--- config.mk ---
export PLATFORM = sky130hd
export DESIGN_NAME = eem_queue
export DESIGN_NICKNAME = d
export VERILOG_FILES = /design/src/rtl/eem_pkg.sv /design/src/rtl/eem_queue.sv
export SDC_FILE = /design/constraint.sdc
export NUM_CORES = 1
export LEC_CHECK = 0
export BUFFER_PORTS_ARGS = -buffer_cell sky130_fd_sc_hd__buf_2
export CORE_MARGIN = 2
export CORE_UTILIZATION = 53
export CTS_BUF_LIST = sky130_fd_sc_hd__clkbuf_2
export DETAILED_ROUTE_END_ITERATION = 10
export GPL_TIMING_DRIVEN = 0
export HOLD_SLACK_MARGIN = 0.03
export MAX_ROUTING_LAYER = met4
export PLACE_DENSITY = 0.91
export SLEW_MARGIN = 40
export SYNTH_ARGS = -nofsm -noshare
export SYNTH_HDL_FRONTEND = slang
export SYNTH_SLANG_ARGS = --single-unit
--- constraint.sdc ---
create_clock -name clock -period 2 [get_ports clock]
set_input_delay 0 -clock clock [delete_from_list [all_inputs] [get_ports clock]]
set_output_delay 0 -clock clock [all_outputs]
set_load 0.05 [all_outputs]
--- src/rtl/eem_pkg.sv ---
// Shared constants, codes and types of the embedding enroll-and-match block.
package eem_pkg;

   // Geometry
   localparam int EMB_LEN     = 128;
   localparam int MAX_SAMPLES = 16;

   // Field and register widths
   localparam int VALUE_W    = 16;
   localparam int SUM_W      = 20;
   localparam int ACC_W      = 48;
   localparam int THR_W      = 15;
   localparam int SAMP_W     = 5;
   localparam int STATUS_W   = 3;
   localparam int PROG_W     = 5;
   localparam int CSR_IDX_W  = 1;
   localparam int CSR_DATA_W = 15;
   localparam int REQ_DATA_W = VALUE_W;
   localparam int RSP_DATA_W = STATUS_W + PROG_W;

   localparam logic [THR_W-1:0]  THR_RESET     = THR_W'(11469);
   localparam logic [SAMP_W-1:0] SAMPLES_RESET = SAMP_W'(10);

   // Derived widths
   localparam int IDX_W      = $clog2(EMB_LEN);
   localparam int CNT_W      = $clog2(EMB_LEN + 1);
   localparam int PEND_W     = $clog2(MAX_SAMPLES + 1);
   localparam int TGT_W      = (PEND_W > SAMP_W) ? PEND_W : SAMP_W;
   localparam int RAM_ADDR_W = IDX_W + 1;
   localparam int RAM_DEPTH  = 2 ** RAM_ADDR_W;

   localparam int QUEUE_DEPTH = 2;
   localparam int QPTR_W      = $clog2(QUEUE_DEPTH);

   // Distance decision: A = 2^ONE_SQ_SH - T^2, T in Q1.14
   localparam int A_W       = 2 * THR_W + 2;
   localparam int ONE_SQ_SH = 2 * (THR_W - 1) + 1;
   localparam int WIDE_W    = 2 * A_W + 2 * ACC_W;
   localparam int STEP_W    = $clog2(ACC_W);

   localparam int PROD_DR_W = VALUE_W + SUM_W;
   localparam int PROD_PP_W = 2 * VALUE_W;
   localparam int PROD_RR_W = 2 * SUM_W;

   typedef enum logic {
      CMD_ENROLL    = 1'b0,
      CMD_RECOGNIZE = 1'b1
   } cmd_type;

   typedef enum logic [CSR_IDX_W-1:0] {
      CSR_THRESHOLD = 1'b0,
      CSR_SAMPLES   = 1'b1
   } csr_index_type;

   typedef enum logic [STATUS_W-1:0] {
      ST_ENROLL_BUSY  = 3'd0,
      ST_ENROLL_DONE  = 3'd1,
      ST_MATCH        = 3'd2,
      ST_NO_MATCH     = 3'd3,
      ST_NOT_ENROLLED = 3'd4
   } status_type;

   // One classified element on its way from front to back
   typedef struct packed {
      cmd_type                    cmd;
      logic                       elem_ok;
      logic [IDX_W-1:0]           idx;
      logic signed [VALUE_W-1:0]  value;
      logic                       last_elem;
   } op_type;

   // Distance unit status toward the back end
   typedef struct packed {
      logic done;
      logic hit;
   } match_rsp_type;

endpackage

--- src/rtl/eem_queue.sv ---
// Short FIFO of classified elements between the front and back ends.
module eem_queue
   import eem_pkg::*;
(
   input  logic   clock,
   input  logic   reset,
   input  logic   push_valid,
   output logic   push_ready,
   input  op_type push_op,
   output logic   pop_valid,
   input  logic   pop_ready,
   output op_type pop_op
);

   op_type              slots_ff [QUEUE_DEPTH];
   logic [QPTR_W-1:0]   rd_ptr_ff, rd_ptr_in;
   logic [QPTR_W-1:0]   wr_ptr_ff, wr_ptr_in;
   logic [QPTR_W:0]     count_ff, count_in;
   logic                push_go, pop_go;

   assign push_ready = (count_ff != (QPTR_W + 1)'(QUEUE_DEPTH));
   assign pop_valid  = (count_ff != '0);
   assign pop_op     = slots_ff[rd_ptr_ff];
   assign push_go    = push_valid && push_ready;
   assign pop_go     = pop_valid && pop_ready;

   always_comb begin
      rd_ptr_in = rd_ptr_ff;
      wr_ptr_in = wr_ptr_ff;
      count_in  = count_ff;
      if (push_go) begin
         wr_ptr_in = wr_ptr_ff + QPTR_W'(1);
      end
      if (pop_go) begin
         rd_ptr_in = rd_ptr_ff + QPTR_W'(1);
      end
      if (push_go && !pop_go) begin
         count_in = count_ff + (QPTR_W + 1)'(1);
      end else if (pop_go && !push_go) begin
         count_in = count_ff - (QPTR_W + 1)'(1);
      end
   end

   always_ff @(posedge clock) begin
      if (reset) begin
         rd_ptr_ff <= '0;
         wr_ptr_ff <= '0;
         count_ff  <= '0;
      end else begin
         rd_ptr_ff <= rd_ptr_in;
         wr_ptr_ff <= wr_ptr_in;
         count_ff  <= count_in;
      end
   end

   always_ff @(posedge clock) begin
      if (push_go) begin
         slots_ff[wr_ptr_ff] <= push_op;
      end
   end

endmodule

==> results of run 1 <==
-- Yosys cell counts (2+ instances only) --
cell type / n
nor2_1: 3
buf_4: 2
dfxtp_1: 5
xor2_1: 3
mux2_2: 26
a21oi_1: 2
edfxtp_1: 52
o21ai_0: 2
-- kinds of logic (layout without fill, tap and decap cells) --
kind of cell,count (synthesis),count (layout),synth area share [%]
adder cells (fa/ha/maj),1,1,0.597
AO/OA/AOI/OAI,5,5,1.43
AND/OR/NAND/NOR,9,9,2.39
flip-flops,57,57,79.2
multiplexers,26,26,14.0
buffers and inverters,4,105,1.13
XOR/XNOR,3,3,1.25
-- layer usage --
layer	global-route usage, %	part of all wire (%)	up-vias
met5	-	0	-
met1	19.7	37	615
li1	-	-	603
met2	36.4	56	44
met4	9.18	1.5	0
met3	7.26	5.0	6
-- per-stage QoR --
step           hold WS (ns)  cells  power [W]  instance area, um2
2_1_floorplan        0.0691    105    0.00268                2100
3_3_place_gp          0.188    210    0.00293                2440
3_5_place_dp          0.192    210    0.00299                2440
4_1_cts               0.128    254    0.00368                2830
5_1_grt               0.169    254    0.00383                2830
6_report              0.147    254    0.00366                2830
-- worst max-delay path by stage --
| stage | end | cells after the start | slack (ns) |
|---|---|---|---|
| floorplan | slots_ff[0][0] | 3 | 0.03 |
| detailed placement | count_ff[1] | 5 | 0.34 |
| CTS | pop_op[22] | 4 | 0.17 |
| finish | pop_op[22] | 4 | 0.21 |
| global placement | slots_ff[0][14] | 3 | 0.21 |
| global route | pop_op[3] | 4 | 0.09 |
-- worst max-delay path: cells and delay by family (launching register included) --
kind | cells | cell delay, ns
buffers and inverters | 3 | 0.64
multiplexers | 1 | 0.36
flip-flops | 1 | 0.34
-- state kept, by name (all words and copies together), names as in the netlist, named ones only --
name	count
count_ff	2
wr_ptr_ff	1
slots_ff	52
rd_ptr_ff	1
-- power by group through the flow --
stage / clock [W] / combinational [W] / sequential [W]
2_1_floorplan: 0 / 0.00113 / 0.00156
3_3_place_gp: 0 / 0.00137 / 0.00156
3_5_place_dp: 0 / 0.00140 / 0.00158
4_1_cts: 0.000668 / 0.00145 / 0.00155
5_1_grt: 0.000738 / 0.00152 / 0.00157
6_report: 0.000658 / 0.00145 / 0.00155
-- cell type report --
type | instances | area (um2)
Timing Repair Buffer | 86 | 576
Clock inverter | 5 | 47.5
Fill cell | 246 | 912
Buffer | 3 | 20.0
Clock buffer | 10 | 50.0
Multi-Input combinational cell | 44 | 413
Sequential cell | 57 | 1660
Tap cell | 48 | 60.1
Inverter | 1 | 3.75
==> flow_summary.json, run 1 <==
{
  "antenna_found_initial": 0,
  "worstHoldPathType": "in2reg",
  "maxCapViolations": 0,
  "top_level_ports": 58,
  "dieWidth_um": 66.9,
  "cts-buffers-inserted": 9,
  "period_minus_slack_ns": 1.79,
  "diodes": 0,
  "die_area_um2": 4480,
  "synth-warning-count": 0,
  "critical-path-slowest-cell": "mux2_2",
  "postRouteAntennaNets": 0,
  "arrival_ns": 1.79,
  "most_common_cell_after_layout_fill_and_taps_aside": "buf_2",
  "timing.critical_path.required_ns": 2.00,
  "result_of_the_run": "complete, no violations",
  "syn_area_per_cell_um2": 20.0,
  "start_util_pct": 56.0,
  "timing.final.max_slew_violations": 0,
  "holdBufCountCts": 29,
  "cts.clk_slew.worst_paths_ns": 0.14,
  "drt-vias-per-instance": 4.99,
  "post-route-drc-count": 0,
  "dp_worst_setup_slack_ns": 0.339,
  "grt_remaining_overflow": 0,
  "drt_pre_antenna_iters": 4,
  "worst_slack_ns": 0.213,
  "fin_setup_tns_ns": 0,
  "p_int_w": 0.00221,
  "post-route-util_pct": 75.6,
  "die-height_um": 66.9,
  "cts-root-to-sink-buffers": 2,
  "total_switching_power_w": 0.00145,
  "yosysSeqAreaShare_pct": 79.2,
  "grt_start_max_net_pins": 27,
  "synth_enable_flop_cells": 52,
  "placement.io_buffers": 57,
  "power.share.sequential_pct": 42.5,
  "worst-r2r-cell-count": 5,
  "grtUsageTotal_pct": 20.4,
  "power.density_nw_per_um2": 1290,
  "worst_slew_margin_rel_pct": 58.6,
  "core_area_um2": 3740,
  "setup_repair_after_global_routing_missed_its_margin": "false",
  "count_of_different_cell_masters_after_synthesis": 18,
  "critical_path.reg2reg.startpoint": "count_ff[0]",
  "rr_endpoint": "count_ff[1]",
  "worst_hold_path.num_cells": 5,
  "layout_common_cells": "58 x buf_2, 52 x edfxtp_1, 29 x dlygate4sd3_1",
  "post-dp-hpwl_mm": 2.47,
  "post-cts-setup-buffer-count": 0,
  "synth_flop_cell": "edfxtp_1",
  "finalHoldViolCount": 0,
  "timing.hold.worst_endpoint": "count_ff[0]",
  "crit_path_launch_type": "register",
  "rows": 22,
  "cpPeakStageDelay_ns": 0.36,
  "synth_top_area_share_pct": 74.5,
  "finalClockSkew_ns": 0.0145,
  "synthesis.area_um2": 2100,
  "htree_levels": 3,
  "tritoncts": "yes",
  "worst_path_most_repeated_cell": "buf_2",
  "drt_first_iter_violations": 75,
  "clock_sink_count": 57,
  "worst-slew-pin-transition_ns": 0.621,
  "switching_share_pct": 39.5,
  "critical_path.cell_chain": "buf_2, buf_4, mux2_2, buf_2",
  "report.final.setup_viol": 0,
  "hold_start": "push_valid",
  "ys_async_sr_fraction_pct": 0,
  "clock_power_share_pct": 18.0,
  "first_pass_grt_wire_length_mm": 6.02,
  "leakage_nw": 1.11,
  "area_growth_syn_to_layout_pct": 35.0,
  "timing.setup.critical_path_class": "reg2out",
  "cts_resized": 0,
  "setup.worst_path.end_class": "output pin",
  "design.final.nets": 233,
  "synth.top_cells.by_area": "edfxtp_1 74%, mux2_2 14%, dfxtp_1 4.8%, xor2_1 1.3%, buf_4 0.72%",
  "routed_wire_length_per_instance_um": 15.7,
  "combPwrFrac_pct": 39.5,
  "yosys_register_bits": 57,
  "clk_root_buffer_cell": "clkbuf_2",
  "gpl_congestion": 0.617,
  "route.vias.total": 1268,
  "reg2reg_setup_slack_ns": 0.31,
  "synthesized_net_count": 136,
  "wl_mm": 3.99,
  "cp_max_fo": 10,
  "fin_crit_sh_pct": 89.4,
  "netlist_instances": 105,
  "worst_skew_pair.late_latency_ns": 0.46,
  "max_freq_mhz": 560,
  "synth_top_area_cell": "edfxtp_1",
  "vdd_ir_drop_max_mv": 1.23,
  "share_of_layout_cells_above_drive_strength_1_pct": 50.0,
  "grt_pass1_vias": 1358
}
Note: power is estimated with default switching activity, not from simulation.
==> run 2: changes to the inputs <==
==> constraint.sdc (replaced) <==
create_clock -name clock -period 2 [get_ports clock]
set_input_delay 0.5 -clock clock [delete_from_list [all_inputs] [get_ports clock]]
set_output_delay 0.5 -clock clock [all_outputs]
set_load 0.05 [all_outputs]
==> flow_summary.json, run 2 (synthesized netlist as in run 1, its figures left out) <==
{
  "maxCapViolations": 0,
  "timing.hold.worst_endpoint": "slots_ff[0][11]",
  "share_of_layout_cells_above_drive_strength_1_pct": 59.9,
  "fin_cells": 230,
  "die-height_um": 66.9,
  "setup_repair_after_global_routing_missed_its_margin": "true",
  "crit_path_depth": 4,
  "cpPeakStageDelay_ns": 0.36,
  "post_route_total_power_w": 0.00431,
  "critical_path.top_delay_family": "buffers and inverters",
  "postRouteAntennaNets": 0,
  "cts-buffers-inserted": 9,
  "vdd_ir_drop_max_mv": 1.34,
  "die_area_um2": 4480,
  "drt_first_iter_violations": 49,
  "post-place-cells": 210,
  "finalClockSkew_ns": 0.0271,
  "dp_worst_setup_slack_ns": 0.203,
  "htree_levels": 3,
  "worstHoldPathType": "in2reg",
  "route.vias.total": 1219,
  "max_freq_mhz": 478,
  "worst-r2r-cell-count": 5,
  "diodes": 0,
  "worst_slack_ns": -0.0911,
  "buf_inv_on_cp": 3,
  "critical-path-slowest-cell": "dfxtp_2",
  "rr_endpoint": "count_ff[1]",
  "drt-vias-per-instance": 5.30,
  "cp_max_fo": 7,
  "worst-slew-pin-transition_ns": 0.635,
  "report.final.setup_viol": 26,
  "timing.setup.critical_path_class": "reg2out",
  "clock_sink_count": 57,
  "core_area_um2": 3740,
  "start_util_pct": 56.0,
  "antenna_found_initial": 0,
  "grt_remaining_overflow": 0,
  "placement.io_buffers": 57,
  "area_growth_syn_to_layout_pct": 42.5,
  "gpl_congestion": 0.617,
  "post-route-drc-count": 0,
  "top_level_ports": 58,
  "timing.final.max_slew_violations": 0,
  "setup.worst_path.end_class": "output pin",
  "grt_pass1_vias": 1246,
  "fin_setup_tns_ns": -1.74,
  "timing.critical_path.required_ns": 1.50,
  "critical_path.reg2reg.startpoint": "count_ff[0]",
  "dieWidth_um": 66.9,
  "grt_start_max_net_pins": 27,
  "worst_slew_margin_rel_pct": 57.7,
  "grtUsageTotal_pct": 19.8,
  "wl_mm": 4.26,
  "crit_path_launch_type": "register",
  "largestRegisters": "slots_ff (52), count_ff (2)",
  "post-dp-hpwl_mm": 2.47,
  "most_common_cell_after_layout_fill_and_taps_aside": "edfxtp_1",
  "worst_hold_path.num_cells": 1,
  "rows": 22,
  "tritoncts": "yes",
  "clk_root_buffer_cell": "clkbuf_2",
  "routed_wire_length_per_instance_um": 18.5,
  "max_flop_register": "slots_ff",
  "number_of_flip_flops_in_the_largest_register": 52,
  "result_of_the_run": "finished with violations",
  "cts-root-to-sink-buffers": 2,
  "worst_path_most_repeated_cell": "buf_8",
  "finalHoldViolCount": 0,
  "fin_crit_sh_pct": 105,
  "first_pass_grt_wire_length_mm": 5.79,
  "layout_common_cells": "52 x edfxtp_1, 30 x buf_2, 26 x buf_8",
  "post-route-util_pct": 79.8,
  "critical_path.cell_chain": "buf_8, clkbuf_16, mux2_4, buf_8",
  "reg2reg_setup_slack_ns": 0.32,
  "leakage_nw": 1.20,
  "worst_skew_pair.late_latency_ns": 0.47,
  "hold_start": "push_op[11]",
  "cts.clk_slew.worst_paths_ns": 0.16,
  "power.density_nw_per_um2": 1440,
  "failed_checks": "negative setup slack",
  "drt_pre_antenna_iters": 4,
  "design.final.nets": 209,
  "period_minus_slack_ns": 2.09,
  "arrival_ns": 1.59,
  "final.fill_count": 209
}
==> run 2: per-layer routing <==
metal / GRT usage, % / vias up / wire length [um]
met5: - / - / 0
met4: 9.18 / 0 / 113
met3: 7.60 / 11 / 245
met2: 33.4 / 55 / 2380
met1: 20.3 / 601 / 1520
li1: - / 552 / -
==> run 2: where the power goes <==
part | switching (W) | total (W) | internal, W
combinational | 0.00114 | 0.00208 | 0.000942
sequential | 0.0000720 | 0.00157 | 0.00150
clock | 0.000391 | 0.000667 | 0.000276
==> run 2: how the worst max path moves through the flow <==
stage                startpoint         endpoint  slack [ns]
floorplan           count_ff[0]   slots_ff[0][0]        0.03
CTS                    register        pop_op[3]       -0.13
finish                 register        pop_op[1]       -0.09
global placement     push_valid  slots_ff[0][14]        0.18
detailed placement     register       pop_op[22]        0.20
global route           register       pop_op[10]       -0.18
==> run 2: metrics by stage <==
step	hold WS (ns)	cell area, um2
after floorplan	0.471	2100
after global placement	0.485	2440
after detailed placement	0.499	2440
after CTS	0.185	2850
after global routing	0.161	2990
final	0.205	2990
==> run 2: worst register-to-register path, cell delays in order, from the launching register on <==
cell	delay (ns)
dfxtp_1	0.38
nand2b_1	0.22
and2_1	0.19
ha_1	0.33
or3_1	0.35
a21oi_1	0.14
==> run 2: layout make-up <==
| type | instances | area, um2 | area share (%) |
|---|---|---|---|
| Sequential cell | 57 | 1660 | 55.7 |
| Clock inverter | 5 | 47.5 | 1.59 |
| Multi-Input combinational cell | 44 | 503 | 16.8 |
| Tap cell | 48 | 60.1 | 2.01 |
| Clock buffer | 10 | 50.0 | 1.68 |
| Inverter | 1 | 3.75 | 0.126 |
| Timing Repair Buffer | 62 | 616 | 20.6 |
| Buffer | 3 | 45.0 | 1.51 |
==> run 2: timing repair <==
item                                    in CTS  in global routing
gates cloned                                 1                  1
buffers inserted                             2                  1
hold buffers                                 0                  0
hold endpoints to repair                     0                  0
resized for setup                           81                 29
endpoints found under the setup margin      26                 27
==> run 3: changes to the inputs <==
BUFFER_PORTS_ARGS = default   (was -buffer_cell sky130_fd_sc_hd__buf_2)
CELL_PAD_IN_SITES_DETAIL_PLACEMENT = 0   (was default)
CELL_PAD_IN_SITES_GLOBAL_PLACEMENT = 1   (was default)
CORE_UTILIZATION = 54   (was 53)
DONT_BUFFER_PORTS = 1   (was default)
==> flow_summary.json, run 3 (synthesized netlist as in run 1, its figures left out) <==
{
  "result_of_the_run": "finished with violations",
  "failed_checks": "negative setup slack",
  "first_pass_grt_wire_length_mm": 5.06,
  "layout_common_cells": "52 x edfxtp_1, 20 x mux2_4, 9 x clkbuf_2",
  "drt_pre_antenna_iters": 5,
  "clk_root_buffer_cell": "clkbuf_2",
  "period_minus_slack_ns": 2.01,
  "route.vias.total": 950,
  "crit_path_launch_type": "register",
  "power.share.sequential_pct": 42.4,
  "leakage_nw": 0.857,
  "top_level_ports": 58,
  "worst_slew_margin_rel_pct": 58.0,
  "die-height_um": 66.3,
  "setup.worst_path.end_class": "output pin",
  "grtUsageTotal_pct": 17.4,
  "largestRegisters": "slots_ff (52), count_ff (2)",
  "clock_sink_count": 57,
  "timing.final.max_slew_violations": 0,
  "timing.critical_path.required_ns": 1.50,
  "power.density_nw_per_um2": 1530,
  "maxCapViolations": 0,
  "post-cts-setup-buffer-count": 0,
  "routed_wire_length_per_instance_um": 19.3,
  "share_of_layout_cells_above_drive_strength_1_pct": 41.8,
  "area_growth_syn_to_layout_pct": 14.9,
  "diodes": 0,
  "cpPeakStageDelay_ns": 0.39,
  "switching_share_pct": 39.4,
  "clock_power_share_pct": 18.6,
  "setup_repair_after_global_routing_missed_its_margin": "true",
  "buf_inv_on_cp": 2,
  "worst_skew_pair.late_latency_ns": 0.46,
  "gpl_congestion": 0.629,
  "cp_max_fo": 10,
  "post-route-drc-count": 0,
  "combPwrFrac_pct": 39.1,
  "critical_path.top_delay_family": "multiplexers",
  "tritoncts": "yes",
  "arrival_ns": 1.51,
  "fin_crit_sh_pct": 101,
  "drt-vias-per-instance": 5.59,
  "number_of_flip_flops_in_the_largest_register": 52,
  "post-route-util_pct": 65.3,
  "design.final.nets": 148,
  "wl_mm": 3.29,
  "worst-slew-pin-transition_ns": 0.630,
  "cts-root-to-sink-buffers": 2,
  "worstHoldPathType": "in2reg",
  "most_common_cell_after_layout_fill_and_taps_aside": "edfxtp_1",
  "drt_first_iter_violations": 78,
  "antenna_found_initial": 0,
  "finalClockSkew_ns": 0.0153,
  "finalHoldViolCount": 0,
  "p_int_w": 0.00223,
  "grt_start_max_net_pins": 27,
  "start_util_pct": 56.9,
  "cts-buffers-inserted": 9,
  "holdBufCountCts": 0,
  "vdd_ir_drop_max_mv": 0.932,
  "worst_slack_ns": -0.0112,
  "worst_path_most_repeated_cell": "buf_12",
  "dpl_cell_area_um2": 2160,
  "total_switching_power_w": 0.00145,
  "max_freq_mhz": 497,
  "placement.io_buffers": 0,
  "dieWidth_um": 66.3,
  "rows": 22,
  "post-dp-hpwl_mm": 2.10,
  "final_cell_area_um2": 2410,
  "critical-path-slowest-cell": "mux2_4",
  "postRouteAntennaNets": 0,
  "critical_path.cell_chain": "buf_12, buf_12, mux2_4",
  "grt_remaining_overflow": 0,
  "die_area_um2": 4400,
  "dp_worst_setup_slack_ns": -0.0413,
  "max_flop_register": "slots_ff",
  "htree_levels": 3,
  "timing.setup.critical_path_class": "reg2out",
  "grt_pass1_vias": 1012,
  "report.final.setup_viol": 15,
  "cts.clk_slew.worst_paths_ns": 0.15,
  "post_route_total_power_w": 0.00368,
  "core_area_um2": 3690
}
## run 3: changes by cell type in the layout (fill, tap and decap cells not counted), moves of 2 or more
cell / delta
buf_2: -30
buf_8: -26
buf_6: -4
mux2_2: +4
mux2_4: -4
buf_12: +3
buf_4: -2
clkinv_2: +2
## run 3: final timing paths
kind	startpoint	to	cells after the start	slack, ns
max	register	pop_op[25]	3	-0.01
min	reset	register	1	0.08
max reg2reg	count_ff[0]	count_ff[1]	5	0.11
min reg2reg	count_ff[1]	count_ff[1]	2	0.54
## run 3: per-layer routing
metal  wire length (um)  up-vias  GRT usage, %
met1               1190      463          17.9
met3                225       12          5.28
met5                  0        -             -
met4                 84        0          10.7
met2               1790       40          28.9
li1                   -      435             -
## run 3: area by class of cell
| class | instances | area (um2) |
|---|---|---|
| flip-flops and latches | 57 | 1660 |
| multi-input cells | 44 | 490 |
| plain buffers | 3 | 60.1 |
| inverters | 1 | 3.75 |
| repair buffers | 1 | 25.0 |
| fillers | 274 | 1280 |
| clock buffers | 9 | 45.0 |
| clock inverters | 7 | 61.3 |
| well taps | 48 | 60.1 |
## run 3: worst reg2reg max path, stage by stage (launching register included)
cell	delay (ns)
dfxtp_1	0.38
nand2b_2	0.36
and2_1	0.25
ha_1	0.34
or3_1	0.37
a21oi_1	0.14
## run 3: stage by stage
step | setup TNS, ns | cells | hold WS (ns)
detailed placement | -0.975 | 153 | 0.498
finish | -0.106 | 170 | 0.0774
global route | -1.18 | 170 | 0.0502
global placement | -6.10 | 153 | 0.482
floorplan | 0 | 105 | 0.471
CTS | -0.674 | 169 | 0.0521
## run 3: power by group through the flow
stage                     sequential (W)  combinational (W)  clock (W)
final                            0.00156            0.00144   0.000683
after global routing             0.00158            0.00151   0.000761
after CTS                        0.00156            0.00141   0.000696
after detailed placement         0.00158            0.00123          0
after global placement           0.00156            0.00120          0
after floorplan                  0.00156            0.00113          0
## run 3: repair_timing
action	CTS	global route
resized for setup	31	1
endpoints found under the setup margin	79	20
pin swaps	0	0
gates cloned	0	1
