[config.mk]
export PLATFORM = sky130hd
export DESIGN_NAME = eem_front
export DESIGN_NICKNAME = d
export VERILOG_FILES = /design/src/rtl/eem_pkg.sv /design/src/rtl/eem_front.sv
export SDC_FILE = /design/constraint.sdc
export NUM_CORES = 1
export LEC_CHECK = 0
export BUFFER_PORTS_ARGS = -buffer_cell sky130_fd_sc_hd__buf_2
export CAP_MARGIN = 40
export CORE_MARGIN = 5
export CORE_UTILIZATION = 40
export CTS_CLUSTER_SIZE = 16
export DETAILED_ROUTE_END_ITERATION = 6
export GPL_ROUTABILITY_DRIVEN = 0
export PLACE_DENSITY = 0.78
export SLEW_MARGIN = 20
export SYNTH_ARGS = -nofsm -noshare
export SYNTH_HDL_FRONTEND = slang
export SYNTH_SLANG_ARGS = --single-unit
[constraint.sdc]
create_clock -name clock -period 1.9 [get_ports clock]
set_clock_uncertainty 0.1 [all_clocks]
set_input_delay 0.285 -clock clock [delete_from_list [all_inputs] [get_ports clock]]
set_output_delay 0.285 -clock clock [all_outputs]
set_load 0.1 [all_outputs]
[src/rtl/eem_pkg.sv]
// Shared constants, codes and types of the embedding enroll-and-match block.
package eem_pkg;

   // Geometry
   localparam int EMB_LEN     = 128;
   localparam int MAX_SAMPLES = 16;

   // Field and register widths
   localparam int VALUE_W    = 16;
   localparam int SUM_W      = 20;
   localparam int ACC_W      = 48;
   localparam int THR_W      = 15;
   localparam int SAMP_W     = 5;
   localparam int STATUS_W   = 3;
   localparam int PROG_W     = 5;
   localparam int CSR_IDX_W  = 1;
   localparam int CSR_DATA_W = 15;
   localparam int REQ_DATA_W = VALUE_W;
   localparam int RSP_DATA_W = STATUS_W + PROG_W;

   localparam logic [THR_W-1:0]  THR_RESET     = THR_W'(11469);
   localparam logic [SAMP_W-1:0] SAMPLES_RESET = SAMP_W'(10);

   // Derived widths
   localparam int IDX_W      = $clog2(EMB_LEN);
   localparam int CNT_W      = $clog2(EMB_LEN + 1);
   localparam int PEND_W     = $clog2(MAX_SAMPLES + 1);
   localparam int TGT_W      = (PEND_W > SAMP_W) ? PEND_W : SAMP_W;
   localparam int RAM_ADDR_W = IDX_W + 1;
   localparam int RAM_DEPTH  = 2 ** RAM_ADDR_W;

   localparam int QUEUE_DEPTH = 2;
   localparam int QPTR_W      = $clog2(QUEUE_DEPTH);

   // Distance decision: A = 2^ONE_SQ_SH - T^2, T in Q1.14
   localparam int A_W       = 2 * THR_W + 2;
   localparam int ONE_SQ_SH = 2 * (THR_W - 1) + 1;
   localparam int WIDE_W    = 2 * A_W + 2 * ACC_W;
   localparam int STEP_W    = $clog2(ACC_W);

   localparam int PROD_DR_W = VALUE_W + SUM_W;
   localparam int PROD_PP_W = 2 * VALUE_W;
   localparam int PROD_RR_W = 2 * SUM_W;

   typedef enum logic {
      CMD_ENROLL    = 1'b0,
      CMD_RECOGNIZE = 1'b1
   } cmd_type;

   typedef enum logic [CSR_IDX_W-1:0] {
      CSR_THRESHOLD = 1'b0,
      CSR_SAMPLES   = 1'b1
   } csr_index_type;

   typedef enum logic [STATUS_W-1:0] {
      ST_ENROLL_BUSY  = 3'd0,
      ST_ENROLL_DONE  = 3'd1,
      ST_MATCH        = 3'd2,
      ST_NO_MATCH     = 3'd3,
      ST_NOT_ENROLLED = 3'd4
   } status_type;

   // One classified element on its way from front to back
   typedef struct packed {
      cmd_type                    cmd;
      logic                       elem_ok;
      logic [IDX_W-1:0]           idx;
      logic signed [VALUE_W-1:0]  value;
      logic                       last_elem;
   } op_type;

   // Distance unit status toward the back end
   typedef struct packed {
      logic done;
      logic hit;
   } match_rsp_type;

endpackage

[src/rtl/eem_front.sv]
// Front end: takes input items, tracks position and command of the current vector.
module eem_front
   import eem_pkg::*;
(
   input  logic                      clock,
   input  logic                      reset,
   input  logic                      req_valid,
   output logic                      req_ready,
   input  logic                      req_cmd,
   input  logic signed [VALUE_W-1:0] req_value,
   input  logic                      req_last,
   output logic                      push_valid,
   input  logic                      push_ready,
   output op_type                    push_op
);

   logic [CNT_W-1:0] idx_ff, idx_in;
   cmd_type          cmd_ff, cmd_in;
   cmd_type          cur_cmd;
   logic             elem_ok;
   logic             accept;

   assign req_ready  = push_ready;
   assign push_valid = req_valid;
   assign accept     = req_valid && push_ready;

   // The first element of a vector decides its command
   assign cur_cmd = (idx_ff == '0) ? cmd_type'(req_cmd) : cmd_ff;
   // Elements past the vector length are dropped, but the last one still closes it
   assign elem_ok = (idx_ff < CNT_W'(EMB_LEN));

   always_comb begin
      push_op.cmd       = cur_cmd;
      push_op.elem_ok   = elem_ok;
      push_op.idx       = idx_ff[IDX_W-1:0];
      push_op.value     = req_value;
      push_op.last_elem = req_last;
   end

   always_comb begin
      idx_in = idx_ff;
      cmd_in = cmd_ff;
      if (accept) begin
         cmd_in = cur_cmd;
         if (req_last) begin
            idx_in = '0;
         end else if (elem_ok) begin
            idx_in = idx_ff + CNT_W'(1);
         end
      end
   end

   always_ff @(posedge clock) begin
      if (reset) begin
         idx_ff <= '0;
         cmd_ff <= CMD_ENROLL;
      end else begin
         idx_ff <= idx_in;
         cmd_ff <= cmd_in;
      end
   end

endmodule

==> metrics.csv, run 1 <==
stage,metric,value,unit
cells_and_area,fill count,179,
global_route,antenna violations before repair,0,
critical_path,Worst EP arrival,1.76,ns
sta,Worst-Margin Slew,0.487,ns
min_path,Hold Path End,idx_ff[1],
critical_path,Crit Reg-Reg Startpoint,idx_ff[1],
floorplanning,die width,52.3,um
sta,min Tclk post-route,2.14,ns
global_route,vias in the first global route,545,
floorplanning,die height,52.3,um
global_route,total track usage,12.3,%
sta,Final Max Tran Viols,0,
floorplanning,Initial Utilization,42.0,%
clock_tree,Post-CTS Hold Buffers,0,
critical_path,Reg2Reg Setup Slack,0.15,ns
pwr,PD cells,608,nW/um2
critical_path,max incr delay on CP,0.50,ns
placement,dpl hpwl,1.16,mm
critical_path,endpoint class of the critical path,output pin,
route,via/cell ratio,5.15,
min_path,HP Class,primary input to register,
cells_and_area,nets,114,
clock_tree,Clock Path Buffers,2,
floorplanning,IO Pins,50,
route,DRC viols,0,
cells_and_area,Area Growth Syn to Fin,7.68,%
route,Wirelength per Cell,13.0,um
clock_tree,clk_lat worst skew,0.26,ns
run_status,failing checks,negative setup slack,
cells_and_area,Final Instance Area,772,um2
critical_path,CP Cell Sequence,inv_2 -> ha_4 -> or4b_4 -> o31ai_4 -> buf_12,
yosys,Synth async-reset ratio,0,%
yosys,synth warn,0,
sta,Rel. slew slack,67.8,%
yosys,synth unique cells,26,
clock_tree,Clock Tree Root,clkbuf_4,
route,DR iter-0 viols,8,
sta,Hold WS,0.152,ns
sta,fin crit share,113,%
sta,Final setup viols,1,
route,drt pass-1 iters,4,
floorplanning,Core ar.,1710,um2
critical_path,Setup crit start kind,register,
sta,Final Hold Fails,0,
clock_tree,CTS Sinks,9,
placement,Worst Setup Slack post-DPL,-0.0182,ns
critical_path,worst-path fanout max,4,
yosys,Post-Syn Area per Cell,8.24,um2
yosys,Synth Instances,87,
route,WL final,1.49,mm
clock_tree,TritonCTS buffer count,3,
sta,RSZ-0062 raised after global routing,true,
floorplanning,Cell Rows,15,
critical_path,WS Path Type,register to output pin,
critical_path,Critical Path RT,1.51,ns
min_path,worst hold start,reset,
yosys,number of synthesized register bits,9,
cells_and_area,diode count,0,
placement,I/O Buffers,17,
sta,final setup margin,-0.243,ns
critical_path,CP max stage cell,or4b_4,
global_route,grt ovf,0,
min_path,hold-critical path depth,2,
clock_tree,CTS tree,done,
yosys,Synth Flop Type,dfxtp_1,
cells_and_area,fraction of layout cells with a size suffix above 1,43.8,%
route,Post-DRT Antenna Nets,0,
critical_path,Register-to-Register Path Depth,5,
floorplanning,DIE AREA,2740,um2
placement,placed instance area,708,um2
clock_tree,CTS H-tree depth,1,
critical_path,R2R Path End,idx_ff[4],
yosys,Post-Syn Area,717,um2
pwr,maximum vdd drop,209,uV
yosys,Post-synth EDFFs,0,
clock_tree,Worst-path clk slew,0.06,ns
run,maxcap violations,0,
global_route,largest net degree at the start of global routing,8,
route,routed vias,587,
yosys,post-synthesis sequential area ratio,25.1,%
yosys,Post-Syn Nets,111,
global_route,global-route wire length before repair,2.53,mm
run_status,status,finished with violations,
sta,FMAX,467,MHz
sta,setup TNS,-0.243,ns
pwr,Pleak,0.321,nW
synth_stat cells (2+ instances only):
master / number / area, um2
buf_4: 28 / 210
dfxtp_1: 9 / 180
a21oi_1: 5 / 25.0
inv_1: 4 / 15.0
nand2_1: 4 / 15.0
nand3_1: 4 / 20.0
o21ai_0: 4 / 20.0
nand3b_1: 3 / 22.5
o31ai_1: 3 / 22.5
or3_1: 3 / 18.8
a31oi_1: 2 / 12.5
ha_1: 2 / 25.0
nor2b_1: 2 / 12.5
or4_1: 2 / 15.0
metrics by stage:
stage          total power, mW  cells  util [%]
6_report                 0.469    114      45.2
5_1_grt                  0.491    114      45.2
4_1_cts                  0.474    115      44.7
3_5_place_dp             0.316    110      41.5
3_3_place_gp             0.314    110      41.5
2_1_floorplan            0.447     87         -
cells by family after synthesis:
kind of cell	after synthesis	synth area share, %
xor gates and xnor gates	1	1.22
DFF	9	25.1
buffers and inverters	32	31.4
AOI/OAI and AO/OA	17	15.0
and+or+nand+nor	26	23.7
adders and majority gates	2	3.49
cell usage in the layout, fill, tap and decap left out, types with 2 or more instances in the layout:
cell type	synthesis	layout
nand3_1	4	4
buf_4	28	9
dfxtp_2	0	2
a31oi_1	2	2
nor2b_1	2	2
o31ai_1	3	2
or4_1	2	2
o21ai_0	4	3
inv_2	0	2
buf_2	0	16
inv_1	4	2
clkbuf_4	0	3
or3_1	3	3
dfxtp_1	9	7
nand3b_1	3	3
nand2_1	4	4
a21oi_1	5	5
critical path: cells and delay by family, from the launching register on:
family                     cells  cell delay [ns]
and+or+nand+nor                1             0.50
adders and majority gates      1             0.11
buffers and inverters          2             0.28
AOI/OAI and AO/OA              1             0.28
DFF                            1             0.32
power breakdown:
group	internal [mW]	switching (mW)	total, mW
logic	0.0380	0.0858	0.124
clock network	0.0811	0.0700	0.151
registers	0.192	0.00243	0.195
total	0.311	0.158	0.469
sequential cells by signal (all words and copies together), names as in the netlist:
signal  flops
cmd_ff      1
idx_ff      8
how the worst max path moves through the flow:
stage,startpoint,endpoint,slack [ns],depth (start not counted)
floorplan,idx_ff[0],push_op[25],-0.01,5
global placement,idx_ff[0],push_op[25],0.02,6
detailed placement,idx_ff[0],push_op[25],-0.02,6
CTS,idx_ff[0],push_op[25],-0.28,6
global route,idx_ff[0],push_op[25],-0.31,5
finish,idx_ff[0],push_op[25],-0.24,5
area by class of cell:
cell class              instances  area [um2]  area share [%]
clock buffers                   4        26.3            3.40
inverters                       4        15.0            1.94
multi-input cells              46         349            45.2
flip-flops and latches          9         183            23.7
well taps                      25        31.3            4.05
repair buffers                 26         168            21.7
timing repair:
| action | CTS | global route |
|---|---|---|
| gates cloned | 0 | 0 |
| pin swaps | 2 | 1 |
| endpoints found under the setup margin | 1 | 1 |
| setup buffers | 1 | 0 |
| endpoints found under the hold margin | 0 | 0 |
| resized for setup | 6 | 2 |
layer usage:
layer  up-vias  global-route usage [%]  routed length (um)  share of wire (%)
met2        14                    20.9                 775                 52
met3         8                    2.28                  67                4.5
met5         -                       0                   0                  0
met4         0                    8.94                  31                2.1
li1        290                       -                   -                  -
met1       275                    13.6                 612                 41
Note: power is estimated with default switching activity, not from simulation.
==> run 2, diff against run 1 <==
--- a/config.mk
+++ b/config.mk
@@ -5,7 +5,7 @@
 export SDC_FILE = /design/constraint.sdc
 export NUM_CORES = 1
 export LEC_CHECK = 0
-export BUFFER_PORTS_ARGS = -buffer_cell sky130_fd_sc_hd__buf_2
+export BUFFER_PORTS_ARGS = -buffer_cell sky130_fd_sc_hd__buf_4
 export CAP_MARGIN = 40
 export CORE_MARGIN = 5
 export CORE_UTILIZATION = 40
==> constraint.sdc (replaced) <==
create_clock -name clock -period 2.4 [get_ports clock]
set_clock_uncertainty 0.1 [all_clocks]
set_input_delay 0.36 -clock clock [delete_from_list [all_inputs] [get_ports clock]]
set_output_delay 0.36 -clock clock [all_outputs]
set_load 0.1 [all_outputs]
==> run 2 against run 1 <==
  * The flow now finishes without violations
  * Setup slack improved by 0.34 ns
  * Sequential power fell by 21%
  * Sequential share of layout area rose by 2.2 points
  * Via count fell by 5.1%
  * Final cell count fell by 7.9%
  * Non-clock buffer count fell by 9
  * Clock power fell by 19%
  * Global-route usage fell by 1.4 points
  * Worst hold slack improved by 0.033 ns
  * First-iteration DRC count did not move
  * Power fell by 22%
  * Combinational power fell by 30%
  * Highest routed layer unchanged
==> metrics.csv, run 2 (synthesized netlist as in run 1, its figures left out) <==
stage,metric,value,unit,change
sta,Hold WS,0.185,ns,+0.0334 ns
min_path,worst hold start,reset,,
critical_path,Critical Path RT,1.94,ns,+0.43 ns
critical_path,Worst EP arrival,1.85,ns,+0.09 ns
min_path,HP Class,primary input to register,,
sta,Final Max Tran Viols,0,,unchanged
sta,Final Hold Fails,0,,unchanged
clock_tree,CTS tree,done,,
critical_path,Reg2Reg Setup Slack,0.66,ns,+0.51 ns
clock_tree,clk_lat worst skew,0.27,ns,about the same
global_route,global-route wire length before repair,2.20,mm,-13%
floorplanning,IO Pins,50,,unchanged
route,drt pass-1 iters,4,,unchanged
cells_and_area,Top Registers,"idx_ff x8, cmd_ff x1",,
min_path,hold-critical path depth,2,,unchanged
sta,FMAX,433,MHz,
floorplanning,die height,52.3,um,unchanged
cells_and_area,Sequential Area,181,um2,-0.68%
clock_tree,CTS Sinks,9,,unchanged
critical_path,Register-to-Register Path Depth,5,,unchanged
sta,Rel. slew slack,73.6,%,+5.8 points
placement,dpl hpwl,1.10,mm,-5.2%
cells_and_area,nets,105,,-7.9%
sta,Final setup viols,0,,-1
global_route,total track usage,11.0,%,-1.4 points
critical_path,worst-path fanout max,6,,+2
run_status,status,"complete, no violations",,
floorplanning,Initial Utilization,42.0,%,unchanged
clock_tree,# Post-CTS Setup Buffers,0,,-1
route,routed vias,557,,-5.1%
critical_path,endpoint class of the critical path,output pin,,
sta,fin crit share,96.1,%,
clock_tree,CTS H-tree depth,1,,unchanged
global_route,antenna violations before repair,0,,unchanged
placement,Worst Setup Slack post-DPL,0.290,ns,+0.309 ns
clock_tree,Clock Path Buffers,2,,unchanged
clock_tree,Worst-path clk slew,0.06,ns,about the same
cells_and_area,most frequent cells in the layout,"buf_4, dfxtp_1, a21oi_1",,
route,DRC viols,0,,unchanged
clock_tree,Clock Tree Root,clkbuf_4,,
pwr,maximum vdd drop,163,uV,-22%
critical_path,WS Path Type,register to output pin,,
route,via/cell ratio,5.30,,+3.0%
placement,I/O Buffers,17,,unchanged
floorplanning,Core ar.,1710,um2,unchanged
route,WL final,1.39,mm,-6.8%
sta,RSZ-0062 raised after global routing,false,,
min_path,Hold Path End,idx_ff[3],,
cells_and_area,fill count,176,,-1.7%
cells_and_area,largest register by flop count,idx_ff,,
route,DR iter-0 viols,8,,unchanged
critical_path,Crit Reg-Reg Startpoint,idx_ff[0],,
cells_and_area,fraction of layout cells with a size suffix above 1,31.3,%,-13 points
sta,final setup margin,0.0925,ns,+0.336 ns
cells_and_area,"commonest non-fill, non-tap cell in the layout",buf_4,,
floorplanning,DIE AREA,2740,um2,unchanged
cells_and_area,Final Instance Area,702,um2,-9.1%
global_route,largest net degree at the start of global routing,9,,+1
pwr,PD cells,519,nW/um2,-15%
global_route,grt ovf,0,,unchanged
sta,setup TNS,0,ns,+0.243 ns
cells_and_area,max reg flops,8,,unchanged
floorplanning,Cell Rows,15,,unchanged
floorplanning,die width,52.3,um,unchanged
pwr,total power,0.364,mW,-22%
run,maxcap violations,0,,unchanged
placement,placed instance area,666,um2,-6.0%
cells_and_area,Area Growth Syn to Fin,-2.09,%,
route,Wirelength per Cell,13.2,um,+1.2%
critical_path,Setup crit start kind,register,,
cells_and_area,area of the multi-input gates,317,um2,-9.3%
sta,min Tclk post-route,2.31,ns,
route,Post-DRT Antenna Nets,0,,unchanged
global_route,vias in the first global route,531,,-2.6%
cells_and_area,diode count,0,,unchanged
critical_path,R2R Path End,cmd_ff,,
sta,Worst-Margin Slew,0.396,ns,-0.0912 ns
clock_tree,TritonCTS buffer count,3,,unchanged
pwr,Pleak,0.274,nW,-14%
-- run 2: cell count changes in the layout (fill, tap and decap cells not counted), sizes merged --
cell  delta
buf      -9
-- run 2: metrics by stage --
| step | std cells | util (%) |
|---|---|---|
| 2_1_floorplan | 87 | - |
| 3_3_place_gp | 101 | 39.0 |
| 3_5_place_dp | 101 | 39.0 |
| 4_1_cts | 105 | 40.8 |
| 5_1_grt | 105 | 41.1 |
| 6_report | 105 | 41.1 |
-- run 2: routing by layer --
metal	GRT usage, %	vias to the layer above	share of wire (%)
li1	-	273	-
met2	19.0	18	51
met5	0	-	0
met3	1.99	10	6.1
met4	11.1	0	4.5
met1	10.4	256	38
-- run 2: how the worst max path moves through the flow --
stage / startpoint / end / slack (ns) / cells past startpoint
finish: idx_ff[0] / push_op[25] / 0.09 / 5
global route: idx_ff[1] / push_op[25] / 0.02 / 5
CTS: idx_ff[0] / push_op[25] / 0.01 / 6
detailed placement: idx_ff[0] / push_op[25] / 0.29 / 5
global placement: idx_ff[0] / push_op[25] / 0.35 / 5
floorplan: idx_ff[0] / push_op[25] / 0.38 / 5
-- run 2: cell type report --
class / count / area share [%]
Inverter: 4 / 2.14
Timing Repair Buffer: 17 / 18.7
Clock buffer: 4 / 3.74
Tap cell: 25 / 4.46
Sequential cell: 9 / 25.8
Multi-Input combinational cell: 46 / 45.1
-- run 2: worst max-delay path, cell delays in order (launching register included) --
cell and delay (ns):
dfxtp_2 0.35, inv_1 0.10, ha_1 0.14, or4b_4 0.48, o31ai_2 0.25, buf_6 0.26
-- run 2: report_power, final --
part / total, mW / switching [mW] / internal (mW)
logic: 0.0871 / 0.0626 / 0.0245
registers: 0.155 / 0.00307 / 0.152
clock network: 0.122 / 0.0574 / 0.0644
total: 0.364 / 0.123 / 0.241
-- run 2: repair_timing --
action	in CTS	in global routing
hold buffers	0	0
resized for setup	1	3
setup endpoints to repair	1	1
==> run 3, diff against run 2 <==
--- a/config.mk
+++ b/config.mk
@@ -12,7 +12,7 @@
 export CTS_CLUSTER_SIZE = 16
 export DETAILED_ROUTE_END_ITERATION = 6
 export GPL_ROUTABILITY_DRIVEN = 0
-export PLACE_DENSITY = 0.78
+export PLACE_DENSITY = 0.8
 export SLEW_MARGIN = 20
 export SYNTH_ARGS = -nofsm -noshare
 export SYNTH_HDL_FRONTEND = slang
==> run 3 against run 2 <==
  * Wire length is 5.4% higher
  * Sequential share of layout area stayed put
  * Clock-buffer cell count stayed put
  * Combinational power is 0.9% lower
  * Critical endpoint unchanged
==> metrics.csv, run 3 (synthesized netlist as in run 1, its figures left out) <==
stage,metric,value,unit,change
sta,min Tclk post-route,2.31,ns,+0.00133 ns
route,routed vias,542,,-2.7%
global_route,vias in the first global route,538,,+1.3%
sta,RSZ-0062 raised after global routing,false,,
floorplanning,DIE AREA,2740,um2,unchanged
sta,final setup margin,0.0912,ns,-0.00133 ns
floorplanning,IO Pins,50,,unchanged
clock_tree,CTS tree,done,,
critical_path,Setup crit start kind,register,,
pwr,PD cells,520,nW/um2,+0.27%
cells_and_area,diode count,0,,unchanged
placement,I/O Buffers,17,,unchanged
clock_tree,Clock Tree Root,clkbuf_4,,
critical_path,WS Path Type,register to output pin,,
cells_and_area,largest register by flop count,idx_ff,,
global_route,grt ovf,0,,unchanged
cells_and_area,most frequent cells in the layout,"buf_4, dfxtp_1, a21oi_1",,
placement,dpl hpwl,1.13,mm,+2.8%
pwr,Pleak,0.274,nW,unchanged
sta,FMAX,433,MHz,about the same
min_path,HP Class,primary input to register,,
route,DRC viols,0,,unchanged
cells_and_area,final core occ,41.1,%,unchanged
global_route,largest net degree at the start of global routing,9,,unchanged
sta,setup TNS,0,ns,unchanged
run_status,status,"complete, no violations",,
global_route,total track usage,11.3,%,+0.36 points
run,maxcap violations,0,,unchanged
floorplanning,die height,52.3,um,unchanged
route,via/cell ratio,5.16,,-2.7%
route,drt pass-1 iters,3,,-1
sta,Worst-Margin Slew,0.382,ns,-0.0135 ns
critical_path,Worst EP arrival,1.85,ns,about the same
critical_path,Critical Path RT,1.94,ns,about the same
clock_tree,clk_lat worst skew,0.27,ns,about the same
sta,fin crit share,96.2,%,about the same
floorplanning,Core ar.,1710,um2,unchanged
route,Post-DRT Antenna Nets,0,,unchanged
clock_tree,CTS Sinks,9,,unchanged
placement,Worst Setup Slack post-DPL,0.295,ns,+0.00411 ns
critical_path,endpoint class of the critical path,output pin,,
route,WL final,1.46,mm,+5.4%
clock_tree,Clock Path Buffers,2,,unchanged
route,DR iter-0 viols,7,,-1
sta,Hold WS,0.182,ns,-0.00290 ns
clock_tree,Worst-path clk slew,0.06,ns,about the same
cells_and_area,nets,105,,unchanged
sta,Final Hold Fails,0,,unchanged
pwr,maximum vdd drop,194,uV,+19%
critical_path,CP Cell Sequence,inv_1 -> ha_1 -> or4b_4 -> o31ai_2 -> buf_6,,
floorplanning,die width,52.3,um,unchanged
cells_and_area,Area Growth Syn to Fin,-2.09,%,unchanged
clock_tree,CTS H-tree depth,1,,unchanged
route,Wirelength per Cell,13.9,um,+5.4%
sta,Final setup viols,0,,unchanged
cells_and_area,max reg flops,8,,unchanged
clock_tree,TritonCTS buffer count,3,,unchanged
cells_and_area,"commonest non-fill, non-tap cell in the layout",buf_4,,
global_route,global-route wire length before repair,2.24,mm,+1.9%
sta,Final Max Tran Viols,0,,unchanged
floorplanning,Cell Rows,15,,unchanged
clock_tree,Post-CTS Hold Buffers,0,,unchanged
cells_and_area,fraction of layout cells with a size suffix above 1,31.3,%,unchanged
sta,Rel. slew slack,74.5,%,+0.91 points
global_route,antenna violations before repair,0,,unchanged
critical_path,CP max stage cell,or4b_4,,
critical_path,max incr delay on CP,0.48,ns,about the same
floorplanning,Initial Utilization,42.0,%,unchanged
cells_and_area,Top Registers,"idx_ff x8, cmd_ff x1",,
critical_path,worst-path fanout max,6,,unchanged
-- run 3: cell counts in the layout (fill, tap and decap cells not counted) --
No cell type changed its count.
-- run 3: worst max-delay path: cells and delay by family (launching register included) --
kind / cells / cell delay [ns]
adder cells (fa/ha/maj): 1 / 0.14
AO/OA/AOI/OAI: 1 / 0.25
flip-flops: 1 / 0.35
buffers and inverters: 2 / 0.35
AND/OR/NAND/NOR: 1 / 0.48
-- run 3: final cells by class --
class	instances	area, um2
fillers	176	1010
clock buffers	4	26.3
repair buffers	17	131
flip-flops and latches	9	181
multi-input cells	46	317
inverters	4	15.0
well taps	25	31.3
-- run 3: path summary, 6_finish.rpt --
path / depth (start not counted) / from / endpoint / slack, ns
max: 5 / idx_ff[0] / push_op[25] / 0.09
min reg2reg: 2 / idx_ff[5] / idx_ff[5] / 0.42
min: 2 / reset / idx_ff[3] / 0.18
max reg2reg: 4 / idx_ff[1] / idx_ff[4] / 0.65
-- run 3: per-stage QoR --
stage	total power [mW]	cells	area (um2)
after floorplan	0.353	87	717
after global placement	0.241	101	666
after detailed placement	0.242	101	666
after CTS	0.367	105	697
after global routing	0.381	105	702
final	0.365	105	702
-- run 3: routing by layer --
layer,vias up,track usage [%],wire (um)
met5,-,0,0
met4,0,12.3,67
met3,9,3.13,150
met2,18,18.8,692
met1,243,10.5,550
li1,272,-,-
-- run 3: power by group --
group	total, mW	internal (mW)	switching, mW
sequential	0.155	0.152	0.00304
clock	0.124	0.0644	0.0593
combinational	0.0863	0.0246	0.0617
total	0.365	0.241	0.124
-- run 3: repair_timing --
| action | CTS | global route |
|---|---|---|
| resized for setup | 1 | 3 |
| cloned | 0 | 0 |
| buffers inserted | 0 | 0 |
| pin swaps | 0 | 0 |
| endpoints found under the setup margin | 1 | 1 |
